==> src/hw/rtl/brf_pkg.sv <==
// brf_pkg: shared constants, codes and structs of the byte ring FIFO.
// Used by brf_ptr, byte_ring_fifo and brf_checker. No dependencies.
package brf_pkg;

  localparam int DEPTH     = 256;
  localparam int AW        = $clog2(DEPTH);
  localparam int DW        = 8;
  localparam int SW        = 9;            // ring size register width
  localparam int MAX_BURST = 64;
  localparam int BW        = 7;            // burst length / counter width
  localparam logic [SW-1:0] SIZE_MIN   = SW'(2);
  localparam logic [SW-1:0] SIZE_CAP   = SW'((DEPTH < 256) ? DEPTH : 256);
  localparam logic [BW-1:0] BURST_SAT  = BW'(MAX_BURST);

  typedef enum logic [1:0] {
    ACT_PUSH  = 2'd0,
    ACT_POP   = 2'd1,
    ACT_PEEK  = 2'd2,
    ACT_BURST = 2'd3
  } act_t;

  typedef enum logic [1:0] {
    ST_OK    = 2'd0,
    ST_EMPTY = 2'd1,
    ST_FULL  = 2'd2
  } status_t;

  // pointer update request
  typedef struct packed {
    logic          flush;
    logic [SW-1:0] size;
    logic          push;
    logic          pop;
    logic          set_ovf;
    logic          clr_ovf;
  } ptr_cmd_t;

  // pointer state and derived status
  typedef struct packed {
    logic [AW-1:0] head;
    logic [AW-1:0] tail;
    logic [SW-1:0] fill;
    logic [SW-1:0] free;
    logic          full;
    logic          empty;
    logic          ovf;
  } ptr_stat_t;

endpackage

==> src/hw/rtl/brf_ram.sv <==
// brf_ram: single-write, single-read synchronous RAM, registered read data.
// Generic; no package dependency.
module brf_ram #(
  parameter int AW = 8,
  parameter int DW = 8
) (
  input  logic          clk,
  input  logic          we,
  input  logic [AW-1:0] waddr,
  input  logic [DW-1:0] wdata,
  input  logic [AW-1:0] raddr,
  output logic [DW-1:0] rdata
);

  logic [DW-1:0] mem [2**AW];

  always_ff @(posedge clk) begin
    if (we) begin
      mem[waddr] <= wdata;
    end
  end

  always_ff @(posedge clk) begin
    rdata <= mem[raddr];
  end

endmodule

==> src/hw/rtl/brf_ptr.sv <==
// brf_ptr: head/tail pointers, ring size, sticky overflow and fill status.
// Depends on brf_pkg.
module brf_ptr import brf_pkg::*; (
  input  logic      clk,
  input  logic      rst_n,
  input  ptr_cmd_t  cmd,
  output ptr_stat_t stat
);

  logic [AW-1:0] head_r, head_nxt;
  logic [AW-1:0] tail_r, tail_nxt;
  logic [SW-1:0] size_r, size_nxt;
  logic          ovf_r, ovf_nxt;
  logic [SW-1:0] head_p1, tail_p1;
  logic [AW-1:0] head_inc, tail_inc;
  logic [SW-1:0] fill;

  always_comb begin
    head_p1  = {1'b0, head_r} + SW'(1);
    tail_p1  = {1'b0, tail_r} + SW'(1);
    head_inc = (head_p1 == size_r) ? '0 : head_p1[AW-1:0];
    tail_inc = (tail_p1 == size_r) ? '0 : tail_p1[AW-1:0];
    if (tail_r >= head_r) begin
      fill = {1'b0, tail_r} - {1'b0, head_r};
    end else begin
      fill = {1'b0, tail_r} + size_r - {1'b0, head_r};
    end
  end

  always_comb begin
    head_nxt = head_r;
    tail_nxt = tail_r;
    size_nxt = size_r;
    ovf_nxt  = ovf_r;
    if (cmd.flush) begin
      head_nxt = '0;
      tail_nxt = '0;
      ovf_nxt  = 1'b0;
      if (cmd.size < SIZE_MIN) begin
        size_nxt = SIZE_MIN;
      end else if (cmd.size > SIZE_CAP) begin
        size_nxt = SIZE_CAP;
      end else begin
        size_nxt = cmd.size;
      end
    end else begin
      if (cmd.push)    tail_nxt = tail_inc;
      if (cmd.pop)     head_nxt = head_inc;
      if (cmd.set_ovf) ovf_nxt  = 1'b1;
      if (cmd.clr_ovf) ovf_nxt  = 1'b0;
    end
  end

  always_ff @(posedge clk) begin
    if (!rst_n) begin
      head_r <= '0;
      tail_r <= '0;
      size_r <= SIZE_CAP;
      ovf_r  <= 1'b0;
    end else begin
      head_r <= head_nxt;
      tail_r <= tail_nxt;
      size_r <= size_nxt;
      ovf_r  <= ovf_nxt;
    end
  end

  always_comb begin
    stat.head  = head_r;
    stat.tail  = tail_r;
    stat.fill  = fill;
    stat.free  = size_r - SW'(1) - fill;
    stat.full  = (tail_inc == head_r);
    stat.empty = (head_r == tail_r);
    stat.ovf   = ovf_r;
  end

endmodule

==> src/hw/rtl/byte_ring_fifo.sv <==
// byte_ring_fifo: top level of the byte ring FIFO.
// Depends on brf_pkg, brf_ram and brf_ptr.
//
// A byte FIFO in a 256-entry RAM used as a ring of cfg_wdata slots (2..256,
// clamped), one slot kept empty. An item transfers at a clock edge with start
// high and busy low. Push, pop and peek never raise busy, so one of them may
// transfer every cycle while busy is low; a burst of n bytes holds busy high
// until its last byte is popped, one byte popped per cycle, set by the single
// read port of the RAM. Each result shows on the out_ ports in the
// cycle after the edge that produced it, flagged by out_strobe; the
// receiver cannot stall it and must take it then. Fill count, free space,
// full, empty and overflow on a result reflect the state after that result.
// A write to cfg_wdata (cfg_we high) flushes the ring and clears overflow;
// only write it while no burst is in flight. No clearing pass after reset.
module byte_ring_fifo import brf_pkg::*; (
  input  logic          clk,
  input  logic          rst_n,
  // configuration
  input  logic          cfg_we,
  input  logic [SW-1:0] cfg_wdata,
  // command
  input  logic          start,
  output logic          busy,
  input  logic [1:0]    in_action,
  input  logic [DW-1:0] in_data_in,
  input  logic [BW-1:0] in_burst_len,
  // result
  output logic          out_strobe,
  output logic [1:0]    out_status,
  output logic [DW-1:0] out_data_out,
  output logic          out_data_valid,
  output logic          out_last,
  output logic [7:0]    out_fill_count,
  output logic [7:0]    out_free_space,
  output logic          out_is_full,
  output logic          out_is_empty,
  output logic          out_overflow_flag
);

  ptr_cmd_t      cmd;
  ptr_stat_t     stat;
  logic [DW-1:0] rd_data;
  logic          accept;
  act_t          act;
  logic [BW-1:0] blen_sat;
  logic [BW-1:0] burst_n;

  // remaining bytes of a burst after the one in flight
  logic [BW-1:0] burst_left_r, burst_left_nxt;
  logic          strobe_r, strobe_nxt;
  status_t       status_r, status_nxt;
  logic          valid_r, valid_nxt;
  logic          last_r, last_nxt;

  assign busy   = (burst_left_r != '0);
  assign accept = start && !busy;
  assign act    = act_t'(in_action);

  // burst size: clamp request, then limit to what is stored
  always_comb begin
    blen_sat = (in_burst_len > BURST_SAT) ? BURST_SAT : in_burst_len;
    if ({{(SW-BW){1'b0}}, blen_sat} < stat.fill) begin
      burst_n = blen_sat;
    end else begin
      burst_n = stat.fill[BW-1:0];
    end
  end

  always_comb begin
    cmd            = '0;
    cmd.flush      = cfg_we;
    cmd.size       = cfg_wdata;
    burst_left_nxt = burst_left_r;
    strobe_nxt     = 1'b0;
    status_nxt     = ST_OK;
    valid_nxt      = 1'b0;
    last_nxt       = 1'b1;
    if (busy) begin
      // burst continuation: one byte per cycle
      cmd.pop        = 1'b1;
      strobe_nxt     = 1'b1;
      valid_nxt      = 1'b1;
      last_nxt       = (burst_left_r == BW'(1));
      burst_left_nxt = burst_left_r - BW'(1);
    end else if (accept) begin
      strobe_nxt = 1'b1;
      unique case (act)
        ACT_PUSH: begin
          if (stat.full) begin
            cmd.set_ovf = 1'b1;
            status_nxt  = ST_FULL;
          end else begin
            cmd.push = 1'b1;
          end
        end
        ACT_POP: begin
          if (stat.empty) begin
            status_nxt = ST_EMPTY;
          end else begin
            cmd.pop     = 1'b1;
            cmd.clr_ovf = 1'b1;
            valid_nxt   = 1'b1;
          end
        end
        ACT_PEEK: begin
          if (stat.empty) begin
            status_nxt = ST_EMPTY;
          end else begin
            valid_nxt = 1'b1;
          end
        end
        ACT_BURST: begin
          cmd.clr_ovf = 1'b1;
          if (burst_n == '0) begin
            status_nxt = stat.empty ? ST_EMPTY : ST_OK;
          end else begin
            cmd.pop        = 1'b1;
            valid_nxt      = 1'b1;
            last_nxt       = (burst_n == BW'(1));
            burst_left_nxt = burst_n - BW'(1);
          end
        end
        default: ;
      endcase
    end
  end

  always_ff @(posedge clk) begin
    if (!rst_n) begin
      burst_left_r <= '0;
      strobe_r     <= 1'b0;
      status_r     <= ST_OK;
      valid_r      <= 1'b0;
      last_r       <= 1'b0;
    end else begin
      burst_left_r <= burst_left_nxt;
      strobe_r     <= strobe_nxt;
      status_r     <= status_nxt;
      valid_r      <= valid_nxt;
      last_r       <= last_nxt;
    end
  end

  brf_ptr u_ptr (
    .clk   (clk),
    .rst_n (rst_n),
    .cmd   (cmd),
    .stat  (stat)
  );

  // RAM reads the head every cycle; the byte lands with the result cycle.
  // A push writes at an edge before any later read of that slot, so no forwarding needed.
  brf_ram #(
    .AW (AW),
    .DW (DW)
  ) u_ram (
    .clk   (clk),
    .we    (cmd.push),
    .waddr (stat.tail),
    .wdata (in_data_in),
    .raddr (stat.head),
    .rdata (rd_data)
  );

  // status fields come straight from the pointers: they already hold the
  // state after the result being shown
  assign out_strobe        = strobe_r;
  assign out_status        = status_r;
  assign out_data_valid    = valid_r;
  assign out_data_out      = valid_r ? rd_data : '0;
  assign out_last          = last_r;
  assign out_fill_count    = stat.fill[7:0];
  assign out_free_space    = stat.free[7:0];
  assign out_is_full       = stat.full;
  assign out_is_empty      = stat.empty;
  assign out_overflow_flag = stat.ovf;

endmodule

==> config.mk <==
export PLATFORM = sky130hd
export DESIGN_NAME = byte_ring_fifo
export DESIGN_NICKNAME = d
export VERILOG_FILES = /design/src/hw/rtl/brf_pkg.sv /design/src/hw/rtl/brf_ram.sv /design/src/hw/rtl/brf_ptr.sv /design/src/hw/rtl/byte_ring_fifo.sv
export SDC_FILE = /design/constraint.sdc
export NUM_CORES = 2
export LEC_CHECK = 0
export BUFFER_PORTS_ARGS = -buffer_cell sky130_fd_sc_hd__buf_2
export CAP_MARGIN = 20
export CORE_MARGIN = 2
export CORE_UTILIZATION = 40
export CTS_CLUSTER_DIAMETER = 80
export DETAILED_ROUTE_END_ITERATION = 8
export GPL_TIMING_DRIVEN = 0
export HOLD_SLACK_MARGIN = 0.05
export SETUP_SLACK_MARGIN = 0.2
export SYNTH_ARGS = -nofsm -noshare
export SYNTH_HDL_FRONTEND = slang
export SYNTH_SLANG_ARGS = --single-unit
==> constraint.sdc <==
create_clock -name clk -period 13.66 [get_ports clk]
set_input_delay 2.732 -clock clk [delete_from_list [all_inputs] [get_ports clk]]
set_output_delay 2.732 -clock clk [all_outputs]
set_load 0.02 [all_outputs]
### Word level (Yosys, flattened, before mapping)

Memory sizes are Yosys's and may differ from the RTL's. A register that Yosys moved wholly into a read port is not among the register bits.
Index checks and enable logic that the tools add are counted.

| storage, ports and cells | value |
|---|---|
| bits in registers | 38 |
| latch bits | 0 |
| RAM bits | 2048 |
| bits in read-only memories | 0 |
| bits of input ports | 30 |
| output and inout port bits | 33 |
| logic and storage cells | 87 |
| memories kept | 1 |

Memories:

| name | depth | bits a word | read ports | clocked after memory_dff | wr ports | line | text |
|---|---|---|---|---|---|---|---|
| u_ram.mem | 256 | 8 | 1 | 1 | 1 | brf_ram.sv:15 | `logic [DW-1:0] mem [2**AW];` |

| operators by class | value |
|---|---|
| add/sub/neg operators | 9 |
| multipliers | 0 |
| divide/modulo/power cells | 0 |
| magnitude comparators | 5 |
| equality and inequality tests | 10 |
| shift operators | 0 |
| muxes and demuxes | 39 |
| bitwise logic cells | 2 |
| reductions and logical operators | 12 |

Operators by type and width:

| operator | number |
|---|---|
| $mux 7 | 6 |
| $mux 9 | 3 |
| $mux 8 | 3 |
| $mux 1 | 19 |
| $add 8x1->9 const B | 2 |
| $eq 9x9->1 | 2 |
| $eq 8x8->1 | 2 |
| $eq 7x1->1 const B | 2 |
| $sub 7x1->7 const B | 2 |
| $add 8x9->9 | 1 |
| $gt 9x9->1 const B | 1 |
| $lt 7x9->1 | 1 |
| $lt 9x2->1 const B | 1 |
| $sub 8x8->9 | 1 |
| $sub 9x8->9 | 1 |
| $ge 8x8->1 | 1 |
| $sub 8x1->8 const B | 1 |
| $sub 8x8->8 | 1 |
| $gt 7x7->1 const B | 1 |
| $logic_not 7->1 | 1 |
| $reduce_bool 7->1 | 1 |
| $mux 2 | 3 |
| $pmux 1 s2 | 3 |
| $pmux 2 s3 | 1 |
| other kinds (12) | 17 |

### Logic depth before layout (Yosys ltp)

| depth | value |
|---|---|
| depth in word-level cells | 12 |
| depth in mapped cells | 30 |
| gate-level depth less buffers | 25 |

### Modules after synthesis

A second synthesis with hierarchy kept.

| second synthesis, totals | value |
|---|---|
| cell total of the unflattened synthesis | 4309 |
| area, all modules | 83980.5 µm² |

Modules (own cells, without submodules):

| module | times used | cells each | area an instance (µm²) | sequential area each (µm²) |
|---|---|---|---|---|
| brf_ram | 1 | 3733 | 79556.3 | 61659.1 |
| brf_ptr | 1 | 405 | 3126.7 | 520.5 |
| byte_ring_fifo | 1 | 171 | 1297.5 | 240.2 |

### Worst setup path after synthesis

No wires, ideal clock.

| timing path | value |
|---|---|
| kind | reg-to-output |
| start | reg u_ptr.head_r[3] |
| end | out out_free_space[7] |
| arrival | 4716 ps |
| required time | 10928 ps |
| path slack | 6212 ps |
| cell stages (with the launch flop) | 23 |
| buffers on the path | 6 |
| cells stage by stage | dfxtp_1 -> clkbuf_1 -> clkinv_1 -> buf_2 -> buf_1 -> clkbuf_1 -> ha_1 -> a21oi_1 -> or3_1 -> and2_4 -> and2_4 -> buf_6 -> mux2i_1 -> ha_1 -> a21o_1 -> a21oi_1 -> o21bai_1 -> a21oi_1 -> o21bai_1 -> a21oi_1 -> xnor2_1 -> xnor2_1 -> buf_4 |

RTL lines:

| what | line | text |
|---|---|---|
| start: declaration | brf_ptr.sv:10 | `logic [AW-1:0] head_r, head_nxt;` |
| start signal: assignment | brf_ptr.sv:61 | `head_r <= head_nxt;` |
| end: declaration | byte_ring_fifo.sv:34 | `output logic [7:0] out_free_space,` |

==> results.md <==
- Status: finished clean
- Post-CTS Hold Fix Bufs: 0
- Die Y: 461 um
- Crit path max fanout: 11
- Final Hold Violating Endpoints: 0
- Clk sink count: 2,094
- Post-synth EDFFs: 2,048
- Number of remaining DRC errors: 0
- Non-filler cells, final: 7,142
- Relative slew slack: 0.187
- Hold/Removal Path Class: reg -> reg
- DR pass1 iterations: 6
- Htree depth: 4
- Post-CTS resize count: 0
- Synth warnings: 0
- Initial DRC count: 6,367
- Max-slew violation count: 0
- Fmax: 0.0895 GHz
- Worst hold start: burst_left_r[6]
- Met1 GRT Util: 0.326
- Final worst-path cycle share: 0.818
- First-pass GRT wire length: 345,000 um
- Critical Path AT: 8.44 ns
- Global routing's busiest layer: met2
- RePlAce Congestion: 0.883
- Drt wl/cell: 35.3 um
- Nets: 4,246
- Final wirelength: 252,000 um
- Setup CP Type: reg -> out
- Crit-path cells: clkbuf_1 > clkbuf_1 > buf_2 > buf_2 > buf_1 > inv_1 > ha_1 > nand2_1 > o21ai_0 > nand2_1 > and2_4 > buf_6 > mux2i_1 > ha_1 > a21o_1 > a21oi_1 > o21bai_1 > a21oi_1 > o21bai_1 > a21oi_1 > xnor2_1 > xnor2_1 > buf_4 > buf_2
- Worst-path clk slew: 0.06 ns
- Die W: 461 um
- Port buffer count: 61
- Post-DP HPWL: 167,000 um
- Clock tree buffer depth: 3
- Row cnt: 167
- Mapped Area: 83,600 um2
- Layout cell share with drive strength beyond 1: 0.287
- Vias: 42.7k
- # fillers: 17.2k
- Net Count, Synth: 3,921
- Root Buffer: clkbuf_16
- FFs w/ async S/R, synth: 0
- Syn-to-layout area delta: 14.0%
- Setup Total Neg Slack: 0 ns
- Die ar.: 213,000 um2
- Startpoint Class: register
- Setup crit start: u_ptr.head_r[1]
- Min cycle time layout: 11.17 ns
- RSZ-0062 raised after global routing: no
- Post-CTS Setup Inserts: 0
- PD cells: 159 nW/um2
- Skew final: 0.0494 ns
- Placed cell count: 6,736
- Avg Inst Size Synth: 21.8 um2
- GR Util met3: 0.0589
- Crit path max-delay cell type: buf_1
- Worst skew pair latency: 0.88 ns
- Core box area: 207,000 um2
- Vias per std cell: 5.97
- Met2 global-route usage: 0.363
- Post-Syn Instances: 3,838
- Max VDD drop: 137 uV
- TritonCTS clock tree: built
- Number of global-route vias before repair: 41.6k
- Sequential fraction of the synthesis area: 0.747
- Yosys cell types: 80
- Crit-path max cell delay: 0.89 ns
- Tot GR Track Use: 0.238
- Overflow after GRT: 0
- Num CTS Buffers: 211
- Synthesized flop and latch total: 2,094
- Worst Path Required: 10.93 ns
- Initial Util: 0.403
- Worst-margin pin slew: 1.22 ns
- Synth Flop Type: edfxtp_1
- Setup crit end kind: output port
- Routed Antenna Nets: 0
- Leak: 29.1 nW
- Final setup viols: 0
- Largest net degree at the start of global routing: 181
- Max-Cap Viols: 0
- R2R Path Start: u_ptr.head_r[1]
- Boundary Pins: 63
- Initial antenna violation count: 14
==> Yosys cell counts, types with 4 or more instances <==
master / count / area, um2
mux4_2: 672 / 15100
or3_1: 4 / 25.0
xnor2_1: 46 / 403
a211oi_1: 5 / 37.5
mux2i_1: 15 / 150
dfxtp_1: 46 / 921
nand2_2: 11 / 68.8
nand2_1: 80 / 300
o21ai_0: 25 / 125
a31oi_1: 9 / 56.3
nand3_1: 24 / 120
nand4_1: 7 / 43.8
clkbuf_1: 106 / 398
o21bai_1: 4 / 30.0
and3_1: 14 / 87.6
fa_1: 10 / 200
a22oi_1: 4 / 30.0
xor2_1: 17 / 149
nor3_1: 16 / 80.1
nor4_1: 8 / 50.1
and2_1: 14 / 87.6
nand3_2: 5 / 50.1
a21oi_1: 41 / 205
buf_1: 31 / 116
a21o_1: 8 / 60.1
and2_4: 4 / 35.0
o32ai_1: 4 / 35.0
inv_1: 55 / 206
nand3b_1: 5 / 37.5
ha_1: 43 / 538
nor2_1: 285 / 1070
edfxtp_1: 2048 / 61500
buf_4: 19 / 143
buf_2: 69 / 345
nor2b_1: 14 / 87.6
==> flip-flops by register name, indices dropped and copies added (netlist names) <==
register / flops
u_ram.mem: 2048
u_ptr.size_r: 9
u_ptr.head_r: 8
u_ptr.tail_r: 8
u_ram.rdata: 8
burst_left_r: 7
out_status: 2
out_data_valid: 1
out_last: 1
out_strobe: 1
u_ptr.ovf_r: 1
==> metrics by stage <==
stage	power, mW	area (um2)	setup slack [ns]	hold slack [ns]	utilization
floorplan	8.55	83600	6.21	0.468	-
global placement	9.46	87400	3.43	0.494	0.421
detailed placement	9.50	88400	3.46	0.490	0.426
CTS	15.2	95200	2.53	0.502	0.459
global route	15.5	95300	2.14	0.542	0.459
finish	15.1	95300	2.49	0.502	0.459
==> cell families after synthesis <==
kind of cell,after synthesis,synth area share
flip-flops,2094,0.747
buffers and inverters,288,0.0151
AO/OA/AOI/OAI,140,0.0113
XOR/XNOR,64,0.00687
AND/OR/NAND/NOR,511,0.0279
adder cells (fa/ha/maj),53,0.00883
multiplexers,688,0.183
==> critical path: cells and delay by family (launching register included) <==
family | cells | cell delay [ns]
compound gates | 7 | 1.14
xor+xnor | 2 | 0.32
fa+ha+maj | 2 | 0.74
buf+inv | 9 | 3.89
flops | 1 | 0.47
mux | 1 | 0.55
simple gates | 3 | 0.41
==> report_power, final <==
part           internal, mW  switching [mW]  total (mW)
logic                 0.935            1.34        2.27
clock network          3.23            2.51        5.75
registers              7.07          0.0220        7.09
==> cell usage in the layout, fill, tap and decap left out, types with 19 or more instances in the layout <==
| cell | count |
|---|---|
| edfxtp_1 | 2048 |
| mux4_2 | 672 |
| nor2_1 | 285 |
| clkbuf_16 | 213 |
| clkbuf_1 | 138 |
| buf_2 | 134 |
| nand2_1 | 80 |
| inv_1 | 55 |
| clkinv_1 | 48 |
| xnor2_1 | 46 |
| dfxtp_1 | 46 |
| clkinv_2 | 44 |
| ha_1 | 43 |
| a21oi_1 | 41 |
| buf_8 | 39 |
| o21ai_0 | 25 |
| nand3_1 | 24 |
| buf_4 | 20 |
| buf_1 | 19 |
| bufinv_16 | 19 |
==> layout make-up <==
type                       count  area (um2)  share of cell area
tap                         2788        3490              0.0366
inverter                      60         225             0.00236
antenna                       11        27.5            0.000289
multi-input combinational   1456       19900               0.209
timing repair buffer         112        1350              0.0142
clock inverter               132        1290              0.0135
sequential                  2094       62400               0.655
clock buffer                 261        5510              0.0578
buffer                       228        1070              0.0112
==> layer usage <==
metal	vias up	wire (um)
li1	16681	-
met1	23127	99200
met2	2391	116000
met3	461	25200
met4	8	11600
met5	-	48
==> final timing paths <==
| kind | end | slack (ns) | cells after the start |
|---|---|---|---|
| worst max-delay path | out_free_space[7] | 2.49 | 24 |
| worst min-delay path | burst_left_r[6] | 0.50 | 2 |
| worst max register to register | u_ptr.head_r[3] | 4.54 | 29 |
| worst min register to register | burst_left_r[6] | 0.50 | 2 |
Power figures use the tool's default switching activity.
